--- src/rtl/cts_pkg.sv ---
// ----------------------------------------------------------------------------
// cts_pkg
// Types, codes and tables shared by the token scanner.
// ----------------------------------------------------------------------------
package cts_pkg;

    localparam int POSITION_WIDTH_DEF = 16;
    localparam int KEYWORD_CHARS_DEF  = 7;
    localparam int NUM_KEYWORDS       = 14;

    localparam logic [5:0] K_END     = 6'd0;
    localparam logic [5:0] K_IDENT   = 6'd37;
    localparam logic [5:0] K_STRING  = 6'd38;
    localparam logic [5:0] K_CHAR    = 6'd39;
    localparam logic [5:0] K_FLOAT   = 6'd40;
    localparam logic [5:0] K_DOUBLE  = 6'd41;
    localparam logic [5:0] K_INTEGER = 6'd42;

    localparam logic [2:0] E_NONE       = 3'd0;
    localparam logic [2:0] E_OPEN_STR   = 3'd1;
    localparam logic [2:0] E_BAD_ESC    = 3'd2;
    localparam logic [2:0] E_OPEN_CHAR  = 3'd3;
    localparam logic [2:0] E_INT_OVF    = 3'd4;
    localparam logic [2:0] E_UNEXPECTED = 3'd5;

    localparam logic [2:0] OP_NONE = 3'd0;
    localparam logic [2:0] OP_EQ   = 3'd1;
    localparam logic [2:0] OP_NOT  = 3'd2;
    localparam logic [2:0] OP_GT   = 3'd3;
    localparam logic [2:0] OP_LT   = 3'd4;

    localparam logic [2:0] PH_INT  = 3'd0;
    localparam logic [2:0] PH_FRAC = 3'd1;
    localparam logic [2:0] PH_EXP  = 3'd2;
    localparam logic [2:0] PH_EXPD = 3'd3;

    localparam logic [15:0] LEN_MAX   = 16'hFFFF;
    localparam logic [66:0] INT_LIMIT = 67'h7FFF_FFFF_FFFF_FFFF;

    typedef enum logic [2:0] {
        M_IDLE, M_IDENT, M_STRING, M_CHAR_VAL, M_CHAR_ESC, M_CHAR_CLOSE, M_NUMBER, M_OPERATOR
    } t_mode;

    typedef struct packed {
        logic [5:0]  token_kind;
        logic [15:0] start_line;
        logic [15:0] start_column;
        logic [15:0] lexeme_length;
        logic [7:0]  literal_char;
        logic        literal_escaped;
        logic [2:0]  error_code;
        logic        last_result;
    } t_result;

    typedef struct packed {
        logic [1:0] count;
        t_result    r0;
        t_result    r1;
    } t_push;

    localparam logic [63:0] KW_TEXT [NUM_KEYWORDS] = '{
        64'h6669, 64'h65736c65, 64'h726f66, 64'h656c696877, 64'h6e7275746572,
        64'h746e69, 64'h74616f6c66, 64'h656c62756f64, 64'h6e61656c6f6f62,
        64'h72616863, 64'h676e69727473, 64'h65757274, 64'h65736c6166, 64'h6c6c756e
    };
    localparam logic [3:0] KW_LEN [NUM_KEYWORDS] = '{
        4'd2, 4'd4, 4'd3, 4'd5, 4'd6, 4'd3, 4'd5, 4'd6, 4'd7, 4'd4, 4'd6, 4'd4, 4'd5, 4'd4
    };
    localparam logic [5:0] KW_KIND [NUM_KEYWORDS] = '{
        6'd24, 6'd25, 6'd26, 6'd27, 6'd28, 6'd29, 6'd30, 6'd31, 6'd32, 6'd33, 6'd34,
        6'd35, 6'd35, 6'd36
    };

    function automatic logic [5:0] sym_kind(input logic [7:0] c);
        logic [5:0] k;
        unique case (c)
            "(": k = 6'd1;
            ")": k = 6'd2;
            "{": k = 6'd3;
            "}": k = 6'd4;
            "[": k = 6'd5;
            "]": k = 6'd6;
            ";": k = 6'd7;
            ":": k = 6'd8;
            ",": k = 6'd9;
            ".": k = 6'd10;
            "+": k = 6'd11;
            "-": k = 6'd12;
            "*": k = 6'd13;
            "/": k = 6'd14;
            "%": k = 6'd15;
            default: k = K_END;
        endcase
        return k;
    endfunction

    function automatic logic is_digit(input logic [7:0] c);
        return c >= "0" && c <= "9";
    endfunction

    function automatic logic is_word_first(input logic [7:0] c);
        return c == "_" || (c >= "a" && c <= "z") || (c >= "A" && c <= "Z");
    endfunction

    function automatic logic is_space(input logic [7:0] c);
        return c == " " || (c >= 8'd9 && c <= 8'd13);
    endfunction

    function automatic logic is_escape(input logic [7:0] c);
        return c == "'" || c == "\"" || c == "?" || c == "\\" || c == "a" || c == "b" ||
               c == "f" || c == "n" || c == "r" || c == "t" || c == "v";
    endfunction

endpackage

--- src/rtl/cts_in_if.sv ---
// ----------------------------------------------------------------------------
// cts_in_if
// Character input channel.
// ----------------------------------------------------------------------------
interface cts_in_if;
    logic       valid;
    logic       ready;
    logic [7:0] character;
    modport source (output valid, output character, input ready);
    modport sink (input valid, input character, output ready);
endinterface

--- src/rtl/cts_out_if.sv ---
// ----------------------------------------------------------------------------
// cts_out_if
// Token result channel.
// ----------------------------------------------------------------------------
interface cts_out_if;
    logic        valid;
    logic        ready;
    logic [5:0]  token_kind;
    logic [15:0] start_line;
    logic [15:0] start_column;
    logic [15:0] lexeme_length;
    logic [7:0]  literal_char;
    logic        literal_escaped;
    logic [2:0]  error_code;
    logic        last_result;
    modport source (output valid, output token_kind, output start_line, output start_column,
                    output lexeme_length, output literal_char, output literal_escaped,
                    output error_code, output last_result, input ready);
    modport sink (input valid, input token_kind, input start_line, input start_column,
                  input lexeme_length, input literal_char, input literal_escaped,
                  input error_code, input last_result, output ready);
endinterface

--- src/rtl/c_like_token_scanner_core.sv ---
// ----------------------------------------------------------------------------
// c_like_token_scanner_core
// Lexical scanner for a small C-like language, one character per word.
// ----------------------------------------------------------------------------
//  channel  dir  word
//  i_in     in   character (8b), 0 = end of text
//  o_out    out  token kind, start line/column, length, char literal, error, last
//
//  One character is taken per cycle; its zero, one or two tokens enter a
//  four-entry result queue the same cycle and leave one per cycle while ready is high.
//  Input stalls only while fewer than two queue entries are free.
//  Synchronous active-low reset clears the queue and the scanner state.
//  After END or an error no further tokens appear until reset.
module c_like_token_scanner_core import cts_pkg::*; #(
    parameter int POSITION_WIDTH = POSITION_WIDTH_DEF,
    parameter int KEYWORD_CHARS  = KEYWORD_CHARS_DEF
) (
    input  logic      i_clk,
    input  logic      i_rst_n,
    cts_in_if.sink    i_in,
    cts_out_if.source o_out
);
    t_push   push;
    t_result res;
    logic    room;

    assign i_in.ready = room;

    cts_scan #(.POSITION_WIDTH(POSITION_WIDTH), .KEYWORD_CHARS(KEYWORD_CHARS)) u_scan (
        .i_clk(i_clk), .i_rst_n(i_rst_n), .i_fire(i_in.valid && room),
        .i_char(i_in.character), .o_push(push)
    );

    cts_rq u_rq (
        .i_clk(i_clk), .i_rst_n(i_rst_n), .i_push(push), .o_room(room),
        .o_valid(o_out.valid), .i_ready(o_out.ready), .o_data(res)
    );

    assign o_out.token_kind      = res.token_kind;
    assign o_out.start_line      = res.start_line;
    assign o_out.start_column    = res.start_column;
    assign o_out.lexeme_length   = res.lexeme_length;
    assign o_out.literal_char    = res.literal_char;
    assign o_out.literal_escaped = res.literal_escaped;
    assign o_out.error_code      = res.error_code;
    assign o_out.last_result     = res.last_result;

endmodule

--- src/rtl/cts_scan.sv ---
// ----------------------------------------------------------------------------
// cts_scan
// Scanner state and one-character step logic; yields up to two results.
// ----------------------------------------------------------------------------
module cts_scan import cts_pkg::*; #(
    parameter int POSITION_WIDTH = POSITION_WIDTH_DEF,
    parameter int KEYWORD_CHARS  = KEYWORD_CHARS_DEF
) (
    input  logic       i_clk,
    input  logic       i_rst_n,
    input  logic       i_fire,
    input  logic [7:0] i_char,
    output t_push      o_push
);
    localparam int PW     = POSITION_WIDTH;
    localparam int PREF_W = KEYWORD_CHARS * 8;
    localparam logic [PW-1:0] POS_MAX = '1;
    localparam logic [PW-1:0] POS_ONE = PW'(1);

    t_mode              r_mode, n_mode;
    logic [2:0]         r_phase, n_phase;
    logic [2:0]         r_pend, n_pend;
    logic [PW-1:0]      r_cl, n_cl, r_cc, n_cc, r_tl, n_tl, r_tc, n_tc;
    logic [15:0]        r_tlen, n_tlen;
    logic [PREF_W-1:0]  r_pref, n_pref;
    logic [63:0]        r_acc, n_acc;
    logic               r_ovf, n_ovf;
    logic [7:0]         r_clv, n_clv;
    logic               r_cle, n_cle;
    logic               r_halt, n_halt;

    logic [PW-1:0] adv_l, adv_c;
    logic [66:0]   prod;
    logic          used, ha, hb;
    t_result       ra, rb;

    function automatic logic [15:0] pos16(input logic [PW-1:0] p);
        logic [PW+15:0] t;
        t = {16'd0, p};
        return t[15:0];
    endfunction

    function automatic t_result mk(input logic [5:0] kind, input logic [PW-1:0] l,
                                   input logic [PW-1:0] col, input logic [15:0] len,
                                   input logic [7:0] lit, input logic esc,
                                   input logic [2:0] err);
        t_result r;
        r.token_kind      = kind;
        r.start_line      = pos16(l);
        r.start_column    = pos16(col);
        r.lexeme_length   = len;
        r.literal_char    = lit;
        r.literal_escaped = esc;
        r.error_code      = err;
        r.last_result     = 1'b0;
        return r;
    endfunction

    function automatic logic [5:0] word_kind(input logic [PREF_W-1:0] pref,
                                             input logic [15:0] len);
        logic [5:0]  k;
        logic [63:0] p64;
        k   = K_IDENT;
        p64 = 64'(pref);
        for (int i = NUM_KEYWORDS - 1; i >= 0; i--) begin
            if (len == 16'(KW_LEN[i]) && int'(KW_LEN[i]) <= KEYWORD_CHARS && p64 == KW_TEXT[i]) begin
                k = KW_KIND[i];
            end
        end
        return k;
    endfunction

    function automatic logic [15:0] grow(input logic [15:0] l);
        return (l == LEN_MAX) ? l : l + 16'd1;
    endfunction

    always_comb begin
        if (i_char == 8'd10) begin
            adv_l = (r_cl != POS_MAX) ? r_cl + POS_ONE : r_cl;
            adv_c = POS_ONE;
        end else begin
            adv_l = r_cl;
            adv_c = (r_cc != POS_MAX) ? r_cc + POS_ONE : r_cc;
        end
        prod = {r_acc, 3'b000} + {2'b00, r_acc, 1'b0} + {59'd0, i_char - 8'd48};
    end

    always_comb begin
        n_mode = r_mode; n_phase = r_phase; n_pend = r_pend;
        n_cl = r_cl; n_cc = r_cc; n_tl = r_tl; n_tc = r_tc; n_tlen = r_tlen;
        n_pref = r_pref; n_acc = r_acc; n_ovf = r_ovf; n_clv = r_clv; n_cle = r_cle;
        n_halt = r_halt;
        used = 1'b0; ha = 1'b0; hb = 1'b0; ra = '0; rb = '0;
        if (i_fire && !r_halt) begin
            unique case (r_mode)
                M_IDENT: begin
                    if (is_word_first(i_char) || is_digit(i_char)) begin
                        if (r_tlen < 16'(KEYWORD_CHARS)) begin
                            n_pref = r_pref | (PREF_W'(i_char) << {r_tlen[3:0], 3'b000});
                        end
                        n_tlen = grow(r_tlen);
                        n_cl = adv_l; n_cc = adv_c; used = 1'b1;
                    end else begin
                        ra = mk(word_kind(r_pref, r_tlen), r_tl, r_tc, r_tlen, 8'd0, 1'b0, E_NONE);
                        ha = 1'b1; n_mode = M_IDLE;
                    end
                end
                M_NUMBER: begin
                    if (i_char == "f" || i_char == "F") begin
                        n_cl = adv_l; n_cc = adv_c; n_tlen = grow(r_tlen);
                        ra = mk(K_FLOAT, r_tl, r_tc, grow(r_tlen), 8'd0, 1'b0, E_NONE);
                        ha = 1'b1; n_mode = M_IDLE; used = 1'b1;
                    end else if (is_digit(i_char) ||
                                 (i_char == "." && r_phase == PH_INT) ||
                                 ((i_char == "e" || i_char == "E") && r_phase <= PH_FRAC) ||
                                 ((i_char == "+" || i_char == "-") && r_phase == PH_EXP)) begin
                        if (is_digit(i_char)) begin
                            if (r_phase == PH_INT && !r_ovf) begin
                                if (prod > INT_LIMIT) n_ovf = 1'b1;
                                else n_acc = prod[63:0];
                            end
                            if (r_phase == PH_EXP) n_phase = PH_EXPD;
                        end else if (i_char == ".") begin
                            n_phase = PH_FRAC;
                        end else if (i_char == "e" || i_char == "E") begin
                            n_phase = PH_EXP;
                        end else begin
                            n_phase = PH_EXPD;
                        end
                        n_cl = adv_l; n_cc = adv_c; n_tlen = grow(r_tlen); used = 1'b1;
                    end else begin
                        n_mode = M_IDLE; ha = 1'b1;
                        if (r_phase != PH_INT) begin
                            ra = mk(K_DOUBLE, r_tl, r_tc, r_tlen, 8'd0, 1'b0, E_NONE);
                        end else if (r_ovf) begin
                            ra = mk(K_END, r_tl, r_tc, r_tlen, 8'd0, 1'b0, E_INT_OVF);
                            n_halt = 1'b1; used = 1'b1;
                        end else begin
                            ra = mk(K_INTEGER, r_tl, r_tc, r_tlen, 8'd0, 1'b0, E_NONE);
                        end
                    end
                end
                M_STRING: begin
                    used = 1'b1;
                    if (i_char == "\"") begin
                        n_cl = adv_l; n_cc = adv_c;
                        ra = mk(K_STRING, r_tl, r_tc, r_tlen, 8'd0, 1'b0, E_NONE);
                        ha = 1'b1; n_mode = M_IDLE;
                    end else if (i_char == 8'd0) begin
                        ra = mk(K_END, r_tl, r_tc, r_tlen, 8'd0, 1'b0, E_OPEN_STR);
                        ha = 1'b1; n_halt = 1'b1; n_mode = M_IDLE;
                    end else begin
                        n_tlen = grow(r_tlen); n_cl = adv_l; n_cc = adv_c;
                    end
                end
                M_CHAR_VAL: begin
                    used = 1'b1;
                    if (i_char == 8'd0) begin
                        ra = mk(K_END, r_tl, r_tc, r_tlen, 8'd0, 1'b0, E_OPEN_CHAR);
                        ha = 1'b1; n_halt = 1'b1; n_mode = M_IDLE;
                    end else begin
                        n_cl = adv_l; n_cc = adv_c; n_tlen = 16'd1;
                        if (i_char == "\\") begin
                            n_mode = M_CHAR_ESC;
                        end else begin
                            n_clv = i_char; n_mode = M_CHAR_CLOSE;
                        end
                    end
                end
                M_CHAR_ESC: begin
                    used = 1'b1;
                    if (is_escape(i_char)) begin
                        n_cl = adv_l; n_cc = adv_c; n_tlen = 16'd2;
                        n_clv = i_char; n_cle = 1'b1; n_mode = M_CHAR_CLOSE;
                    end else begin
                        ra = mk(K_END, r_tl, r_tc, r_tlen, 8'd0, 1'b0, E_BAD_ESC);
                        ha = 1'b1; n_halt = 1'b1; n_mode = M_IDLE;
                    end
                end
                M_CHAR_CLOSE: begin
                    used = 1'b1; ha = 1'b1; n_mode = M_IDLE;
                    if (i_char == "'") begin
                        n_cl = adv_l; n_cc = adv_c;
                        ra = mk(K_CHAR, r_tl, r_tc, r_tlen, r_clv, r_cle, E_NONE);
                    end else begin
                        ra = mk(K_END, r_tl, r_tc, r_tlen, 8'd0, 1'b0, E_OPEN_CHAR);
                        n_halt = 1'b1;
                    end
                end
                M_OPERATOR: begin
                    n_mode = M_IDLE; n_pend = OP_NONE; ha = 1'b1;
                    if (i_char == "=") begin
                        n_cl = adv_l; n_cc = adv_c; used = 1'b1;
                        ra = mk(6'd15 + {2'b00, r_pend[1:0], 1'b0} +
                                ((r_pend == OP_LT) ? 6'd8 : 6'd0),
                                r_tl, r_tc, 16'd2, 8'd0, 1'b0, E_NONE);
                    end else begin
                        ra = mk(6'd14 + {2'b00, r_pend[1:0], 1'b0} +
                                ((r_pend == OP_LT) ? 6'd8 : 6'd0),
                                r_tl, r_tc, 16'd1, 8'd0, 1'b0, E_NONE);
                    end
                end
                default: n_mode = M_IDLE;
            endcase

            if (!used) begin
                priority if (i_char == 8'd0) begin
                    n_tl = r_cl; n_tc = r_cc;
                    rb = mk(K_END, r_cl, r_cc, 16'd0, 8'd0, 1'b0, E_NONE);
                    hb = 1'b1; n_halt = 1'b1;
                end else if (is_space(i_char)) begin
                    n_cl = adv_l; n_cc = adv_c;
                end else if (sym_kind(i_char) != K_END) begin
                    n_tl = r_cl; n_tc = r_cc; n_tlen = 16'd1; n_cl = adv_l; n_cc = adv_c;
                    rb = mk(sym_kind(i_char), r_cl, r_cc, 16'd1, 8'd0, 1'b0, E_NONE);
                    hb = 1'b1;
                end else if (i_char == "=" || i_char == "!" || i_char == ">" || i_char == "<") begin
                    n_pend = (i_char == "=") ? OP_EQ : (i_char == "!") ? OP_NOT :
                             (i_char == ">") ? OP_GT : OP_LT;
                    n_tl = r_cl; n_tc = r_cc; n_tlen = 16'd1; n_cl = adv_l; n_cc = adv_c;
                    n_mode = M_OPERATOR;
                end else if (is_word_first(i_char)) begin
                    n_tl = r_cl; n_tc = r_cc; n_tlen = 16'd1; n_cl = adv_l; n_cc = adv_c;
                    n_pref = PREF_W'(i_char); n_mode = M_IDENT;
                end else if (i_char == "\"") begin
                    n_tl = r_cl; n_tc = r_cc; n_tlen = 16'd0; n_cl = adv_l; n_cc = adv_c;
                    n_mode = M_STRING;
                end else if (i_char == "'") begin
                    n_tl = r_cl; n_tc = r_cc; n_tlen = 16'd0; n_cl = adv_l; n_cc = adv_c;
                    n_clv = 8'd0; n_cle = 1'b0; n_mode = M_CHAR_VAL;
                end else if (is_digit(i_char)) begin
                    n_tl = r_cl; n_tc = r_cc; n_tlen = 16'd1; n_cl = adv_l; n_cc = adv_c;
                    n_acc = 64'(i_char - 8'd48); n_ovf = 1'b0; n_phase = PH_INT;
                    n_mode = M_NUMBER;
                end else begin
                    n_tl = r_cl; n_tc = r_cc; n_tlen = 16'd0;
                    rb = mk(K_END, r_cl, r_cc, 16'd0, 8'd0, 1'b0, E_UNEXPECTED);
                    hb = 1'b1; n_halt = 1'b1; n_mode = M_IDLE;
                end
            end
        end

        o_push = '0;
        if (ha && hb) begin
            o_push.count = 2'd2; o_push.r0 = ra; o_push.r1 = rb;
            o_push.r1.last_result = 1'b1;
        end else if (ha || hb) begin
            o_push.count = 2'd1; o_push.r0 = ha ? ra : rb;
            o_push.r0.last_result = 1'b1;
        end
    end

    always_ff @(posedge i_clk) begin
        if (!i_rst_n) begin
            r_mode <= M_IDLE; r_phase <= PH_INT; r_pend <= OP_NONE;
            r_cl <= POS_ONE; r_cc <= POS_ONE; r_tl <= '0; r_tc <= '0; r_tlen <= '0;
            r_pref <= '0; r_acc <= '0; r_ovf <= 1'b0; r_clv <= '0; r_cle <= 1'b0;
            r_halt <= 1'b0;
        end else begin
            r_mode <= n_mode; r_phase <= n_phase; r_pend <= n_pend;
            r_cl <= n_cl; r_cc <= n_cc; r_tl <= n_tl; r_tc <= n_tc; r_tlen <= n_tlen;
            r_pref <= n_pref; r_acc <= n_acc; r_ovf <= n_ovf; r_clv <= n_clv; r_cle <= n_cle;
            r_halt <= n_halt;
        end
    end

endmodule

--- src/rtl/cts_rq.sv ---
// ----------------------------------------------------------------------------
// cts_rq
// Four-entry result queue; takes up to two results a cycle, gives one when i_ready is high.
// ----------------------------------------------------------------------------
module cts_rq import cts_pkg::*; (
    input  logic    i_clk,
    input  logic    i_rst_n,
    input  t_push   i_push,
    output logic    o_room,
    output logic    o_valid,
    input  logic    i_ready,
    output t_result o_data
);
    t_result    r_mem [4];
    logic [1:0] r_wp, r_rp;
    logic [2:0] r_cnt;
    logic       pop;

    assign o_valid = r_cnt != 3'd0;
    assign o_room  = r_cnt <= 3'd2;
    assign o_data  = r_mem[r_rp];
    assign pop     = o_valid && i_ready;

    always_ff @(posedge i_clk) begin
        if (i_push.count != 2'd0) r_mem[r_wp] <= i_push.r0;
        if (i_push.count == 2'd2) r_mem[r_wp + 2'd1] <= i_push.r1;
    end

    always_ff @(posedge i_clk) begin
        if (!i_rst_n) begin
            r_wp <= '0; r_rp <= '0; r_cnt <= '0;
        end else begin
            r_wp  <= r_wp + i_push.count;
            r_rp  <= r_rp + {1'b0, pop};
            r_cnt <= r_cnt + {1'b0, i_push.count} - {2'b00, pop};
        end
    end

endmodule

--- src/flat_wrapper.sv ---
// flat-port wrapper written by rule: the top's interface ports become plain ports
module c_like_token_scanner_core_flat import cts_pkg::*;
#(
    parameter int POSITION_WIDTH = POSITION_WIDTH_DEF,
    parameter int KEYWORD_CHARS  = KEYWORD_CHARS_DEF
)
  (i_clk, i_rst_n, i_in_valid, i_in_character, i_in_ready, o_out_valid, o_out_token_kind, o_out_start_line, o_out_start_column, o_out_lexeme_length, o_out_literal_char, o_out_literal_escaped, o_out_error_code, o_out_last_result, o_out_ready);
  cts_in_if i_in_i ();
  cts_out_if o_out_i ();
  input  logic i_clk;
  input  logic i_rst_n;
  input wire logic [$bits(i_in_i.valid)-1:0] i_in_valid;
  input wire logic [$bits(i_in_i.character)-1:0] i_in_character;
  output wire logic [$bits(i_in_i.ready)-1:0] i_in_ready;
  output wire logic [$bits(o_out_i.valid)-1:0] o_out_valid;
  output wire logic [$bits(o_out_i.token_kind)-1:0] o_out_token_kind;
  output wire logic [$bits(o_out_i.start_line)-1:0] o_out_start_line;
  output wire logic [$bits(o_out_i.start_column)-1:0] o_out_start_column;
  output wire logic [$bits(o_out_i.lexeme_length)-1:0] o_out_lexeme_length;
  output wire logic [$bits(o_out_i.literal_char)-1:0] o_out_literal_char;
  output wire logic [$bits(o_out_i.literal_escaped)-1:0] o_out_literal_escaped;
  output wire logic [$bits(o_out_i.error_code)-1:0] o_out_error_code;
  output wire logic [$bits(o_out_i.last_result)-1:0] o_out_last_result;
  input wire logic [$bits(o_out_i.ready)-1:0] o_out_ready;
  assign i_in_i.valid = i_in_valid;
  assign i_in_i.character = i_in_character;
  assign i_in_ready = i_in_i.ready;
  assign o_out_valid = o_out_i.valid;
  assign o_out_token_kind = o_out_i.token_kind;
  assign o_out_start_line = o_out_i.start_line;
  assign o_out_start_column = o_out_i.start_column;
  assign o_out_lexeme_length = o_out_i.lexeme_length;
  assign o_out_literal_char = o_out_i.literal_char;
  assign o_out_literal_escaped = o_out_i.literal_escaped;
  assign o_out_error_code = o_out_i.error_code;
  assign o_out_last_result = o_out_i.last_result;
  assign o_out_i.ready = o_out_ready;
  c_like_token_scanner_core #(.POSITION_WIDTH(POSITION_WIDTH), .KEYWORD_CHARS(KEYWORD_CHARS)) u_core (.i_clk(i_clk), .i_rst_n(i_rst_n), .i_in(i_in_i), .o_out(o_out_i));
endmodule
--- config.mk ---
export PLATFORM = sky130hd
export DESIGN_NAME = c_like_token_scanner_core_flat
export DESIGN_NICKNAME = d
export VERILOG_FILES = /design/src/rtl/cts_pkg.sv /design/src/rtl/cts_in_if.sv /design/src/rtl/cts_out_if.sv /design/src/rtl/c_like_token_scanner_core.sv /design/src/rtl/cts_scan.sv /design/src/rtl/cts_rq.sv /design/src/flat_wrapper.sv
export SDC_FILE = /design/constraint.sdc
export NUM_CORES = 1
export LEC_CHECK = 0
export ABC_AREA = 0
export BUFFER_PORTS_ARGS = -buffer_cell sky130_fd_sc_hd__buf_4
export CORE_MARGIN = 2
export CORE_UTILIZATION = 35
export CTS_BUF_LIST = sky130_fd_sc_hd__clkbuf_4
export CTS_CLUSTER_SIZE = 12
export DETAILED_ROUTE_END_ITERATION = 7
export SLEW_MARGIN = 25
export SYNTH_ARGS = -nofsm -noshare
export SYNTH_HDL_FRONTEND = slang
export SYNTH_SLANG_ARGS = --single-unit
--- constraint.sdc ---
create_clock -name i_clk -period 12.3 [get_ports i_clk]
set_input_delay 0.615 -clock i_clk [delete_from_list [all_inputs] [get_ports i_clk]]
set_output_delay 0.615 -clock i_clk [all_outputs]
set_load 0.005 [all_outputs]
Yosys cells after proc, flatten, opt, wreduce, memory -nomap -nowiden

Memory sizes are Yosys's and may differ from the RTL's. A register that Yosys moved wholly into a read port is not among the register bits.
Cells that the tools add are included.

Flip-flop bits (word level): 227
RAM bits: 268
Input port bits: 12
Logic and storage cells: 442
Memories kept: 1

Memories:

| name              | words | width | rd ports | clocked after memory_dff | write ports | line         | source |
|---|---|---|---|---|---|---|---|
| u_core.u_rq.r_mem | 4     | 67    | 1        | 1                        | 2           | cts_rq.sv:14 | `t_result r_mem [4];` |

Add/sub/neg operators: 16
Magnitude comparators: 12
Eq/ne operators: 70
Shift operators: 1
Multiplexer cells: 262
Bitwise gates (word level): 2
Reduce and logical (&&, ||, !) cells: 61

Operators with widths:

| operator                                                        | count |
|---|---|
| two-way mux 67 bit                                              | 16 |
| two-way mux 64 bit                                              | 15 |
| two-way mux 16 bit                                              | 53 |
| two-way mux 56 bit                                              | 9 |
| two-way mux 61 bit                                              | 8 |
| case mux 67 bit (7 select lines)                                | 1 |
| equality test 56 x 31 -> 1 bit, second input constant           | 4 |
| case mux 16 bit (7 select lines)                                | 2 |
| equality test 56 x 39 -> 1 bit, second input constant           | 3 |
| equality test 56 x 47 -> 1 bit, second input constant           | 3 |
| equality test 8 x 6 -> 1 bit, second input constant             | 19 |
| equality test 8 x 7 -> 1 bit, second input constant             | 16 |
| two-way mux 3 bit                                               | 39 |
| equality test 56 x 23 -> 1 bit, second input constant           | 2 |
| two-way mux 6 bit                                               | 17 |
| two-way mux 8 bit                                               | 11 |
| case mux 16 bit (5 select lines)                                | 1 |
| two-way mux 1 bit                                               | 79 |
| two-way mux 69 bit                                              | 1 |
| two-way mux 68 bit                                              | 1 |
| adder 67 x 65 -> 67 bit                                         | 1 |
| adder 67 x 8 -> 67 bit                                          | 1 |
| greater-than comparator 67 x 63 -> 1 bit, second input constant | 1 |
| equality test 16 x 3 -> 1 bit, second input constant            | 4 |
| other kinds (53)                                                | 117 |

Logic depth before layout (Yosys ltp)

Word-level depth: 25
Mapped depth: 22
Gate-level depth less buffers: 18

Hierarchy

A second synthesis with hierarchy kept.

Cells, all modules: 3202
Area, all modules: 31845.5 µm²

By module, submodules not included:

| module                    | instances | cells each | area each (µm²) | sequential area each (µm²) |
|---|---|---|---|---|
| cts_scan                  | 1         | 2507       | 18482.7         | 4404.2 |
| cts_rq                    | 1         | 694        | 13356.6         | 8187.9 |
| c_like_token_scanner_core | 1         | 1          | 6.3             | 0.0 |

Least setup slack after synthesis

OpenSTA, ideal clock, no wires.

Path kind: input -> register
Start: input port i_in_character[4]
End: memory u_core.u_rq.r_mem[0][0] in the netlist's numbering (enable)
Arrival: 5336 ps
Slack: 6569 ps
Stages: 20
Path buffers: 5
Path through: clkbuf_1 -> inv_1 -> ha_1 -> or3b_1 -> nor4_1 -> a221oi_4 -> a31o_1 -> nand4_2 -> nor2_1 -> nand2_1 -> a21oi_1 -> clkbuf_1 -> inv_1 -> ha_1 -> or3_1 -> clkbuf_1 -> and2_1 -> clkbuf_1 -> clkbuf_1 -> inv_1

RTL lines:

| item            | line               | source |
|---|---|---|
| start, declared | flat_wrapper.sv:13 | `input wire logic [$bits(i_in_i.character)-1:0] i_in_character;` |
| end, declared   | cts_rq.sv:14       |  |

Worst setup path in the final report

Start: input port i_in_character[3]
End: register u_core.u_scan.r_acc[14]

Word-level cells in the longest chain between the ends: 18

RTL lines:

| item                                     | line            | source |
|---|---|---|
| subtractor 8 x 6 -> 8 bit                | cts_scan.sv:85  | `prod = {r_acc, 3'b000} + {2'b00, r_acc, 1'b0} + {59'd0, i_char - 8'd48};` |
| adder 67 x 8 -> 67 bit                   | cts_scan.sv:85  |  |
| greater-than comparator 67 x 63 -> 1 bit | cts_scan.sv:119 | `if (prod > INT_LIMIT) n_ovf = 1'b1;` |
| two-way mux 64 bit                       | cts_scan.sv:119 |  |
| two-way mux 64 bit                       | cts_scan.sv:118 | `if (r_phase == PH_INT && !r_ovf) begin` |
| two-way mux 64 bit                       | cts_scan.sv:117 | `if (is_digit(i_char)) begin` |
| two-way mux 64 bit                       | cts_scan.sv:113 | `end else if (is_digit(i_char) \|\|` |
| two-way mux 64 bit                       | cts_scan.sv:109 | `if (i_char == "f" \|\| i_char == "F") begin` |
| [... 2 more ...]                         | n/a             |  |
| two-way mux 64 bit                       | cts_scan.sv:228 | `end else if (i_char == "'") begin` |
| two-way mux 64 bit                       | cts_scan.sv:225 | `end else if (i_char == "\"") begin` |
| two-way mux 64 bit                       | cts_scan.sv:222 | `end else if (is_word_first(i_char)) begin` |
| two-way mux 64 bit                       | cts_scan.sv:217 | `end else if (i_char == "=" \|\| i_char == "!" \|\| i_char == ">" \|\| i_char == "<") begin` |
| two-way mux 64 bit                       | cts_scan.sv:213 | `end else if (sym_kind(i_char) != K_END) begin` |
| two-way mux 64 bit                       | cts_scan.sv:211 | `end else if (is_space(i_char)) begin` |
| two-way mux 64 bit                       | cts_scan.sv:207 | `priority if (i_char == 8'd0) begin` |
| two-way mux 64 bit (*)                   | cts_scan.sv:206 | `if (!used) begin` |
| end signal, assigned                     | cts_scan.sv:262 | `r_pref <= n_pref; r_acc <= n_acc; r_ovf <= n_ovf; r_clv <= n_clv; r_cle <= n_cle;` |
| end, declared                            | cts_scan.sv:26  | `logic [63:0] r_acc, n_acc;` |

Every way passes the cells marked *; elsewhere a longest branch is shown, timed or not. The select of a mux whose other input is x is not followed.
A chain may end at the register's enable or synchronous reset.

==> results.sh <==
export IMPL_status="finished clean"
export IMPL_crit_path_max_fanout=33
export IMPL_r2r_end="u_core.u_scan.r_acc[14]"
export IMPL_drc=0
export IMPL_synth_xor_area_share=0.0249
export IMPL_power_density_nw_per_um2=153
export IMPL_cts_buffers=141
export IMPL_clock_skew_ns=0.117
export IMPL_report_final_slew_viol_count=0
export IMPL_synthAdderAreaFrac=0.0681
export IMPL_postSynthCellCount=2978
export IMPL_syn_avg_cell_area_um2=9.58
export IMPL_crit_end="u_core.u_scan.r_acc[14]"
export IMPL_fp_dieH_um=289
export IMPL_seq_area_frac_synth=0.404
export IMPL_drive_above_1_share=0.154
export IMPL_post_cts_buffers=0
export IMPL_synth_top_cell_by_area="dfxtp_1"
export IMPL_finalNetCount=3179
export IMPL_synthArstFlopShare=0
export IMPL_final_area_um2=31700
export IMPL_clock_sinks=495
export IMPL_min_period_ns=5.64
export IMPL_vias=24500
export IMPL_ys_top_cells_by_area="dfxtp_1 (24%), edfxtp_1 (17%), ha_1 (6.3%), mux4_2 (5.3%), a32o_1 (4.6%)"
export IMPL_netlist_top_cells_count="dfxtp_1 (335), nor2_1 (311), nand2_1 (238)"
export IMPL_r2r_start="u_core.u_scan.r_acc[0]"
export IMPL_routedWlPerCell_um=20.6
export IMPL_dpl_hpwl_um=56000
export IMPL_ant_nets=0
export IMPL_cp_required_ns=13.19
export IMPL_setup_viol_count_final=0
export IMPL_endpoint_kind="flop"
export IMPL_grt_first_pass_wirelength_um=135000
export IMPL_firstDrtPassIters=7
export IMPL_place_area_um2=29800
export IMPL_r2r_slack_ns=7.18
export IMPL_grt_max_degree=93
export IMPL_synth_ff_type="dfxtp_1"
export IMPL_grt_setup_unrepaired="no"
export IMPL_htreeDepth=4
export IMPL_crit_start="i_in_character[3]"
export IMPL_synth_top_family_by_area="compound AO/OA/AOI/OAI gates"
export IMPL_crit_arrival_ns=6.53
export IMPL_critPathKind="in -> reg"
export IMPL_finalHoldViolCount=0
export IMPL_vdd_ir_drop_max_mv=0.0998
export IMPL_yosysUniqueCellTypes=105
export IMPL_start_util=0.354
export IMPL_hold_path_class="in -> reg"
export IMPL_cts_root_buf="clkbuf_4"
export IMPL_yosysTopAreaCellShare=0.235
export IMPL_io_pins=81
export IMPL_insertion_delay_ns=1.05
export IMPL_dieArea_um2=83800
export IMPL_numPortBuffers=80
export IMPL_tns_ns=0
export IMPL_grt_usage=0.204
export IMPL_syn_num_nets=3141
export IMPL_first_iter_violations=2157
export IMPL_synth_compound_area_share=0.229
export IMPL_yosysMostFrequentCell="dfxtp_1"
export IMPL_synthMuxAreaShare=0.0659
export IMPL_synthToLayoutAreaGrowth_pct=11.0
export IMPL_rows=104
export IMPL_cts_tree="done"
export IMPL_antenna_found_initial=5
export IMPL_cp_start_kind="input port"
export IMPL_post_route_period_util=0.459
export IMPL_ys_ff_latch=495
export IMPL_yosys_area_share_simple=0.168
export IMPL_cap_violations=0
export IMPL_tightest_slew_ns=1.02
export IMPL_yosys_warnings=0
export IMPL_syn_area_um2=28500
export IMPL_relSlewSlack=0.313
export IMPL_drt_vias_per_instance=5.86
export IMPL_postRouteWirelength_um=86300
export IMPL_die_w_um=289
export IMPL_cts_clk_slew_worst_paths_ns=0.06
export IMPL_fmax_mhz=177
export IMPL_synth_edff_count=160
export IMPL_p_leak_nw=11.8
export IMPL_cts_buffer_depth=3
export IMPL_grt_pass1_vias=23700
export IMPL_grt_overflow=0
export IMPL_coreArea_um2=80500
export IMPL_fin_total_pwr_mw=4.85
export IMPL_gp_congestion=0.895
export IMPL_cts_resized=0
export IMPL_r2r_cells=16
-- logic make-up after synthesis --
family | Yosys count
AO/OA/AOI/OAI | 890
XOR/XNOR | 81
adder cells (fa/ha/maj) | 151
buffers and inverters | 275
flip-flops | 495
multiplexers | 104
AND/OR/NAND/NOR | 982
-- layout make-up --
class / count / area (µm²)
fillers: 8034 / 48900
multi-input cells: 2208 / 15900
flip-flops and latches: 495 / 11500
clock buffers: 203 / 1520
well taps: 1060 / 1330
repair buffers: 118 / 910
clock inverters: 44 / 239
inverters: 52 / 204
diodes: 3 / 7.51
-- what timing repair did --
item / 4_1_cts / 5_1_grt
hold buffers: 8 / 0
hold endpoints to repair: 32 / 0
endpoints found under the setup margin: 0 / 0
-- placed cells by master (no fill, tap or decap), types with 21 or more instances in the layout --
master    netlist  final
and2_1         22     22
a31oi_1        21     21
nor2_1        311    308
nand2b_1       25     25
clkinv_1        2     27
nor4_1         33     32
nor2b_1        25     25
xor2_1         39     39
nand2_1       238    236
clkbuf_4        0    203
o22ai_1        23     21
nor3_1         68     67
mux2i_1        36     36
nand3_1        77     77
ha_1          144    144
a21o_1         34     34
edfxtp_1      160    160
buf_4           0    109
a21oi_1       218    217
a32o_1        130    130
inv_1          50     46
o21ai_0       153    153
nand4_1        48     48
xnor2_1        42     42
o221a_1        50     50
a22o_1         84     84
and3_1         41     41
dfxtp_1       335    333
mux4_2         67     67
-- registers in the layout, summed over array words and instances, names as in the netlist, 8 cells and up --
register and cells:
u_core.u_rq.r_mem 268, u_core.u_scan.r_acc 64, u_core.u_scan.r_pref 56, u_core.u_scan.r_cc 16, u_core.u_scan.r_cl 16, u_core.u_scan.r_tc 16, u_core.u_scan.r_tl 16, u_core.u_scan.r_tlen 16
u_core.u_scan.r_clv 8
-- power breakdown --
part           total [mW]  switching [mW]  internal (mW)  leakage [nW]
logic                1.41           0.851          0.562          6.49
registers            1.91           0.123           1.79          4.24
clock network        1.53           0.742          0.784          1.05
-- metrics by stage --
stage           util  hold slack (ns)  cells  setup slack [ns]
2_1_floorplan      -            0.420   2978              6.57
3_5_place_dp   0.370            0.436   3925              6.31
4_1_cts        0.393           0.0323   4180              6.77
6_report       0.393            0.125   4183              6.66
5_1_grt        0.393           0.0973   4183              6.35
3_3_place_gp   0.370            0.428   3925              6.15
-- worst min-delay path by stage --
stage	cells past startpoint	slack, ns	start	to
5_1_grt	4	0.1	o_out_ready	u_core.u_rq.r_rp[0]
3_3_place_gp	2	0.43	u_core.u_rq.r_mem[3][15]	u_core.u_rq.r_mem[3][15]
2_1_floorplan	2	0.42	u_core.u_rq.r_mem[1][66]	u_core.u_rq.r_mem[1][66]
4_1_cts	4	0.03	o_out_ready	u_core.u_rq.r_rp[0]
3_5_place_dp	2	0.44	u_core.u_rq.r_mem[2][16]	u_core.u_rq.r_mem[2][16]
6_report	4	0.12	o_out_ready	u_core.u_rq.r_rp[0]
-- metal layers --
metal	vias to the layer above	global-route usage	routed length, µm
li1	11600	-	-
met4	6	0.0803	2410
met1	11900	0.273	38800
met3	175	0.0395	5570
met5	-	0.00114	37
met2	888	0.322	39400
-- critical path, cell delays in order --
cell and delay [ns]:
dlygate4sd3_1 0.53, buf_4 0.35, clkinv_1 0.35, fa_1 0.61, inv_1 0.06, fa_1 0.41
a21o_1 0.21, a311o_1 0.45, a21oi_1 0.16, nand3_1 0.16, a31oi_2 0.30, o31a_2 0.28
nand2_1 0.08, a32o_2 0.31, or4b_4 0.59, o21ai_4 0.28, buf_4 0.48, o221a_1 0.26
No activity file was read; power rests on OpenSTA's default activity.
